===== src/design/clr_pkg.sv =====
`default_nettype none
package clr_pkg;

  localparam int COORD_W = 16;
  localparam int SPAN_W  = 6;
  localparam int ERR_W   = 10;
  localparam int CNT_W   = 7;

  typedef enum logic [1:0] {
    CFG_SCREEN_WIDTH  = 2'd0,
    CFG_SCREEN_HEIGHT = 2'd1,
    CFG_DRAW_COLOR    = 2'd2
  } cfg_index_t;

  typedef enum logic [1:0] {
    WALK_IDLE,
    WALK_LOAD,
    WALK_RUN
  } walk_state_t;

  typedef struct packed {
    logic signed [15:0] start_x;
    logic signed [15:0] start_y;
    logic signed [15:0] end_x;
    logic signed [15:0] end_y;
  } segment_t;

  typedef struct packed {
    logic signed [15:0] pixel_x;
    logic signed [15:0] pixel_y;
    logic               visible;
    logic [6:0]         visible_count;
    logic [31:0]        pixel_color;
    logic               too_long;
    logic               last_pixel;
  } pixel_t;

  typedef struct packed {
    logic                      too_long;
    logic                      xmajor;
    logic                      minor_up;
    logic signed [COORD_W-1:0] x;
    logic signed [COORD_W-1:0] y;
    logic [SPAN_W-1:0]         span;
    logic signed [ERR_W-1:0]   err;
    logic signed [ERR_W-1:0]   inc_n;
    logic signed [ERR_W-1:0]   inc_c;
  } desc_t;

endpackage
`default_nettype wire


===== src/design/clr_front.sv =====
`default_nettype none
module clr_front #(
  parameter int MAX_SPAN = 63
) (
  input  wire clr_pkg::segment_t segment,
  output clr_pkg::desc_t         desc
);

  logic signed [16:0] dx;
  logic signed [16:0] dy;
  logic [16:0]        adx;
  logic [16:0]        ady;
  logic               xmajor;
  logic [16:0]        span_full;
  logic               fwd;
  logic [5:0]         maj;
  logic [5:0]         mn;
  logic signed [9:0]  maj_s;
  logic signed [9:0]  mn_s;

  always_comb begin
    dx        = 17'(segment.end_x) - 17'(segment.start_x);
    dy        = 17'(segment.end_y) - 17'(segment.start_y);
    adx       = dx[16] ? 17'(-dx) : 17'(dx);
    ady       = dy[16] ? 17'(-dy) : 17'(dy);
    xmajor    = ady <= adx;
    span_full = xmajor ? adx : ady;
    fwd       = xmajor ? !dx[16] : !dy[16];
    maj       = span_full[5:0];
    mn        = xmajor ? ady[5:0] : adx[5:0];
    maj_s     = $signed({4'b0000, maj});
    mn_s      = $signed({4'b0000, mn});

    desc.too_long = span_full > 17'(MAX_SPAN);
    desc.xmajor   = xmajor;
    desc.minor_up = (dx[16] && dy[16]) || (!dx[16] && dx != 17'sd0 &&
                                           !dy[16] && dy != 17'sd0);
    desc.x        = fwd ? segment.start_x : segment.end_x;
    desc.y        = fwd ? segment.start_y : segment.end_y;
    desc.span     = maj;
    desc.err      = (mn_s <<< 1) - maj_s;
    desc.inc_n    = mn_s <<< 1;
    desc.inc_c    = (mn_s - maj_s) <<< 1;
  end

endmodule
`default_nettype wire


===== src/design/clr_queue.sv =====
`default_nettype none
module clr_queue #(
  parameter int DEPTH = 2
) (
  input  wire                  clk,
  input  wire                  rst,
  input  wire                  push,
  input  wire clr_pkg::desc_t  wr_data,
  input  wire                  pop,
  output clr_pkg::desc_t       rd_data,
  output logic                 full,
  output logic                 empty
);

  localparam int PTR_W = (DEPTH > 1) ? $clog2(DEPTH) : 1;
  localparam int CNT_W = $clog2(DEPTH + 1);

  clr_pkg::desc_t   mem [DEPTH];
  logic [PTR_W-1:0] wr_ptr;
  logic [PTR_W-1:0] rd_ptr;
  logic [CNT_W-1:0] fill;

  assign full  = fill == CNT_W'(DEPTH);
  assign empty = fill == '0;

  always_ff @(posedge clk) begin
    if (push) begin
      mem[wr_ptr] <= wr_data;
    end
    if (pop) begin
      rd_data <= mem[rd_ptr];
    end
  end

  always_ff @(posedge clk) begin
    if (rst) begin
      wr_ptr <= '0;
      rd_ptr <= '0;
      fill   <= '0;
    end else begin
      if (push) begin
        wr_ptr <= (wr_ptr == PTR_W'(DEPTH - 1)) ? '0 : wr_ptr + 1'b1;
      end
      if (pop) begin
        rd_ptr <= (rd_ptr == PTR_W'(DEPTH - 1)) ? '0 : rd_ptr + 1'b1;
      end
      if (push && !pop) begin
        fill <= fill + 1'b1;
      end else if (pop && !push) begin
        fill <= fill - 1'b1;
      end
    end
  end

endmodule
`default_nettype wire


===== src/design/clr_walker.sv =====
`default_nettype none
module clr_walker (
  input  wire                  clk,
  input  wire                  rst,
  input  wire                  q_empty,
  input  wire clr_pkg::desc_t  q_data,
  output logic                 q_pop,
  input  wire [14:0]           screen_width,
  input  wire [14:0]           screen_height,
  input  wire [31:0]           draw_color,
  output logic                 result_valid,
  output clr_pkg::pixel_t      result
);

  clr_pkg::walk_state_t state;
  clr_pkg::walk_state_t state_next;

  logic                 too_long;
  logic                 xmajor;
  logic                 minor_up;
  logic signed [15:0]   x;
  logic signed [15:0]   y;
  logic [5:0]           remain;
  logic signed [9:0]    err;
  logic signed [9:0]    inc_n;
  logic signed [9:0]    inc_c;
  logic [6:0]           cnt;

  logic                 emit;
  logic                 last;
  logic                 vis;
  logic                 take;
  logic signed [15:0]   dir;
  logic [6:0]           cnt_next;

  always_comb begin
    last     = too_long || remain == '0;
    vis      = !x[15] && x[14:0] < screen_width && !y[15] && y[14:0] < screen_height;
    cnt_next = cnt + 7'(vis);
    take     = xmajor ? !err[9] : (!err[9] && err != '0);
    dir      = minor_up ? 16'sd1 : -16'sd1;
  end

  always_comb begin
    state_next = state;
    case (state)
      clr_pkg::WALK_IDLE: if (!q_empty) state_next = clr_pkg::WALK_LOAD;
      clr_pkg::WALK_LOAD: state_next = clr_pkg::WALK_RUN;
      clr_pkg::WALK_RUN:  if (last) state_next = clr_pkg::WALK_IDLE;
      default:            state_next = clr_pkg::WALK_IDLE;
    endcase
  end

  always_comb begin
    q_pop = 1'b0;
    emit  = 1'b0;
    case (state)
      clr_pkg::WALK_IDLE: q_pop = !q_empty;
      clr_pkg::WALK_RUN:  emit  = 1'b1;
      default: begin
        q_pop = 1'b0;
        emit  = 1'b0;
      end
    endcase
  end

  always_ff @(posedge clk) begin
    if (rst) begin
      state        <= clr_pkg::WALK_IDLE;
      result_valid <= 1'b0;
    end else begin
      state        <= state_next;
      result_valid <= emit;
    end
  end

  always_ff @(posedge clk) begin
    if (state == clr_pkg::WALK_LOAD) begin
      too_long <= q_data.too_long;
      xmajor   <= q_data.xmajor;
      minor_up <= q_data.minor_up;
      x        <= q_data.x;
      y        <= q_data.y;
      remain   <= q_data.span;
      err      <= q_data.err;
      inc_n    <= q_data.inc_n;
      inc_c    <= q_data.inc_c;
      cnt      <= '0;
    end else if (emit) begin
      cnt    <= cnt_next;
      remain <= remain - 1'b1;
      if (xmajor) begin
        x <= x + 16'sd1;
        if (take) y <= y + dir;
      end else begin
        y <= y + 16'sd1;
        if (take) x <= x + dir;
      end
      err <= take ? err + inc_c : err + inc_n;
    end
  end

  always_ff @(posedge clk) begin
    if (emit) begin
      if (too_long) begin
        result <= '{pixel_x: '0, pixel_y: '0, visible: 1'b0, visible_count: '0,
                    pixel_color: '0, too_long: 1'b1, last_pixel: 1'b1};
      end else begin
        result <= '{pixel_x: x, pixel_y: y, visible: vis, visible_count: cnt_next,
                    pixel_color: draw_color, too_long: 1'b0, last_pixel: last};
      end
    end
  end

  a_too_long_last: assert property (@(posedge clk) disable iff (rst)
    result_valid && result.too_long |-> result.last_pixel)
    else $error("rejected segment result without last_pixel");

  a_load_then_run: assert property (@(posedge clk) disable iff (rst)
    state == clr_pkg::WALK_LOAD |=> state == clr_pkg::WALK_RUN)
    else $error("walker did not start after load");

  a_burst_unbroken: assert property (@(posedge clk) disable iff (rst)
    result_valid && !result.last_pixel |=> result_valid)
    else $error("gap inside a segment's pixel burst");

  a_count_bound: assert property (@(posedge clk) disable iff (rst)
    result_valid |-> result.visible_count <= 7'd64)
    else $error("visible count beyond segment length");

endmodule
`default_nettype wire


===== src/design/clipped_line_rasterizer_unit.sv =====
// The first pixel follows acceptance through the queue, the walker's idle
// and load states and the registered result output. A segment gives span+1
// result pixels in one unbroken burst; a rejected one gives a single result.
// busy is high while the segment queue is full. Results cannot be stalled.
// Synchronous reset restores the screen size and colour defaults and empties
// the queue and the walker.
`default_nettype none
module clipped_line_rasterizer_unit #(
  parameter int MAX_SPAN    = 63,
  parameter int QUEUE_DEPTH = 2
) (
  input  wire                   clk,
  input  wire                   rst,
  input  wire                   start,
  output logic                  busy,
  input  wire clr_pkg::segment_t segment,
  input  wire                   cfg_valid,
  output logic                  cfg_ready,
  input  wire [1:0]             cfg_index,
  input  wire [31:0]            cfg_data,
  output logic                  result_valid,
  output clr_pkg::pixel_t       result
);

  logic [14:0]    screen_width;
  logic [14:0]    screen_height;
  logic [31:0]    draw_color;
  clr_pkg::desc_t front_desc;
  clr_pkg::desc_t q_data;
  logic           q_full;
  logic           q_empty;
  logic           q_pop;
  logic           push;

  assign cfg_ready = 1'b1;
  assign busy      = q_full;
  assign push      = start && !q_full;

  always_ff @(posedge clk) begin
    if (rst) begin
      screen_width  <= 15'd1920;
      screen_height <= 15'd1080;
      draw_color    <= 32'hFFFF_FFFF;
    end else if (cfg_valid && cfg_ready) begin
      case (cfg_index)
        clr_pkg::CFG_SCREEN_WIDTH:  screen_width  <= cfg_data[14:0];
        clr_pkg::CFG_SCREEN_HEIGHT: screen_height <= cfg_data[14:0];
        clr_pkg::CFG_DRAW_COLOR:    draw_color    <= cfg_data;
        default: ;
      endcase
    end
  end

  clr_front #(
    .MAX_SPAN(MAX_SPAN)
  ) u_front (
    .segment(segment),
    .desc   (front_desc)
  );

  clr_queue #(
    .DEPTH(QUEUE_DEPTH)
  ) u_queue (
    .clk    (clk),
    .rst    (rst),
    .push   (push),
    .wr_data(front_desc),
    .pop    (q_pop),
    .rd_data(q_data),
    .full   (q_full),
    .empty  (q_empty)
  );

  clr_walker u_walker (
    .clk          (clk),
    .rst          (rst),
    .q_empty      (q_empty),
    .q_data       (q_data),
    .q_pop        (q_pop),
    .screen_width (screen_width),
    .screen_height(screen_height),
    .draw_color   (draw_color),
    .result_valid (result_valid),
    .result       (result)
  );

endmodule
`default_nettype wire


===== config.mk =====
export PLATFORM = sky130hd
export DESIGN_NAME = clipped_line_rasterizer_unit
export DESIGN_NICKNAME = d
export VERILOG_FILES = /design/src/design/clr_pkg.sv /design/src/design/clr_front.sv /design/src/design/clr_queue.sv /design/src/design/clr_walker.sv /design/src/design/clipped_line_rasterizer_unit.sv
export SDC_FILE = /design/constraint.sdc
export NUM_CORES = 1
export LEC_CHECK = 0
export BUFFER_PORTS_ARGS = -buffer_cell sky130_fd_sc_hd__buf_4
export CORE_AREA = 3 3 208 210
export CTS_BUF_LIST = sky130_fd_sc_hd__clkbuf_4 sky130_fd_sc_hd__clkbuf_8
export CTS_CLUSTER_DIAMETER = 50
export DETAILED_ROUTE_END_ITERATION = 16
export DIE_AREA = 0 0 211 213
export HOLD_SLACK_MARGIN = 0.05
export PLACE_DENSITY = 0.65
export RECOVER_POWER = 25
export SYNTH_ARGS = -nofsm -noshare
export SYNTH_HDL_FRONTEND = slang
export SYNTH_SLANG_ARGS = --single-unit

===== constraint.sdc =====
create_clock -name clk -period 10.1 [get_ports clk]
set_clock_uncertainty 0.05 [all_clocks]
set_input_delay 3.03 -clock clk [delete_from_list [all_inputs] [get_ports clk]]
set_output_delay 3.03 -clock clk [all_outputs]
set_load 0.01 [all_outputs]

==> impl_metrics.ini <==
[outcome]
status = finished with violations
violations = max-capacitance violations, max-slew violations

[final_layout]
layout_commonest_cell = edfxtp_1
nFillCells = 3526
fin_cells = 2685
final_cell_mix = edfxtp_1 (321), nand2_1 (227), buf_4 (190)
num-nets-final = 2324
seq_area_um2 = 11160
multi_input_area_um2 = 8900
diodes = 0
final_area_um2 = 24120
layout-drive-gt1-share_pct = 18.31
area_delta_synth_final_pct = 16.01
fin_util_pct = 57.76

[route]
first_iter_violations = 1004
drc = 0
wirelength_um = 47160
detail_route.vias_per_cell = 5.457
routedWlPerCell_um = 17.56
ant_nets = 0
firstDrtPassIters = 7
vias = 14652

[placed_design]
place_congestion = 0.8757
dp.cells = 2555
dp_hpwl_um = 33640
portBuffers = 177
post_dp_cell_area_um2 = 22700

[clock_tree]
ctsHoldBuffers = 0
cts-resized-gates = 0
cts_buffer_depth = 3
post-cts-setup-buffer-count = 0
h-tree-depth = 3
clk_pin_slew_ns = 0.06
clock-sinks = 397
cts_tree = yes
clock_latency_ns = 0.61
clockRootBuffer = clkbuf_8
cts_buffers = 71

[min_path]
holdCritPathClass = flop to flop

[critical_path]
path_class = input pin to flop
worstPathArrival_ns = 8.99
reg2reg_slack_ns = 5.14
cp-end-kind = flop
worstPathRequired_ns = 10.37
critPathLaunchType = input pin
cpMaxStageDelayCell = nor4b_1
cp_slowest_stage_delay_ns = 0.49
cp_max_fo = 26

[floorplanning]
initial_core_util_pct = 49.79
die_width_um = 211
coreArea_um2 = 41760
design.portCount = 179
die_area_um2 = 44940
die_y_um = 213
rows = 75

[synth]
syn_area_um2 = 20790
synth_cell_type_count = 88
ys.warnings.count = 0
synth_top_area_share_pct = 46.36
synth.ff_latch_count = 397
ys_seq_area_share_pct = 53.68
syn_nets = 2125
synth_edf_count = 321
syn_inst = 1890
synth_area_leader_cell = edfxtp_1
synthFlopType = edfxtp_1
async_flop_share_pct = 0
synthTopCellsByArea = edfxtp_1 (46%), ha_1 (7.7%), dfxtp_1 (7.3%)
synth_area_per_cell_um2 = 11.00

[power]
vdd_ir_drop_max_mv = 0.1378
powerDensity_nw_per_um2 = 301.6
leakage_uw = 0.009530
total_power_uw = 7276

[timing]
finalSetupViolCount = 0
maxSlewHeadroom_pct = -208.3
slew_violations = 333
hold_violations = 0
period_share_pct = 86.39
worstMarginPinSlew_ns = 4.624
rsz0062_at_grt = false
setup_tns_ns = 0
min_period_ns = 8.725
max_freq_ghz = 0.1146

[flow_run]
cap_violations = 4

[global_routing]
overflow = 0
grt_use_total_pct = 21.00
grt_max_degree = 113
grt_pass1_vias = 14431
grt_pass1_wl_um = 75420
antenna_found_initial = 1
## cell families (layout without fill, tap and decap cells)
kind of cell	Yosys count	after routing	share of synthesized area (%)
buf+inv	199	455	3.701
simple gates	594	594	14.08
flops	397	397	53.68
other cells	1	1	0.01804
compound gates	387	387	11.78
mux	80	80	4.375
xor+xnor	98	98	4.128
fa+ha+maj	134	134	8.238
## worst paths after layout
check	from	endpoint	depth (start not counted)
min	u_queue.rd_data[6]	u_walker.inc_c[6]	0
min reg2reg	u_queue.rd_data[6]	u_walker.inc_c[6]	0
max	segment[16]	u_queue.mem[0][21]	29
max reg2reg	u_walker.state[1]	u_walker.x[7]	6
## where the power goes
group	internal [µW]	switching, µW
clock network	839	662
logic	1170	1720
registers	2660	216
## sequential cells by signal, indices dropped and copies added (netlist names), 7 cells and up
name / flops
u_walker.cnt: 7
u_queue.mem: 122
u_walker.inc_c: 7
u_queue.rd_data: 61
u_walker.y: 16
screen_width: 15
u_walker.err: 10
draw_color: 32
u_walker.x: 16
screen_height: 15
u_walker.result: 74
## cell usage after synthesis, drive strengths merged (38+ instances only)
| master | count |
|---|---|
| mux2 | 74 |
| nor2 | 104 |
| inv | 130 |
| nand2 | 228 |
| a21oi | 108 |
| clkbuf | 58 |
| xnor2 | 54 |
| o21ai | 120 |
| xor2 | 44 |
| ha | 128 |
| dfxtp | 76 |
| nand3b | 38 |
| nor2b | 77 |
| edfxtp | 321 |
## per-stage QoR
stage | setup slack (ns) | hold WS, ns
6_report | 1.375 | 0.3608
5_1_grt | 0.8907 | 0.3692
4_1_cts | 1.487 | 0.3614
3_5_place_dp | 0.8687 | 0.3545
3_3_place_gp | 1.052 | 0.3523
2_1_floorplan | 1.135 | 0.3503
## final cells by class
cell class / count / share of cell area, %
clock buffers: 102 / 5.223
clock inverters: 28 / 0.8040
inverters: 131 / 2.038
multi-input cells: 1294 / 36.90
flip-flops and latches: 397 / 46.27
well taps: 539 / 2.796
repair buffers: 194 / 5.975
## critical path: cells and delay by family
kind                     cells  cell delay, ns
AO/OA/AOI/OAI                9            1.69
AND/OR/NAND/NOR              7            1.66
adder cells (fa/ha/maj)      4            1.38
buffers and inverters        7            0.95
XOR/XNOR                     2            0.28
## metal layers
| layer | routed length [µm] | GRT usage, % |
|---|---|---|
| met1 | 21690 | 28.43 |
| met2 | 22040 | 34.88 |
| met3 | 2375 | 3.335 |
| met4 | 1051 | 6.905 |
| met5 | 0 | 0 |
(Power assumes the default switching activity.)
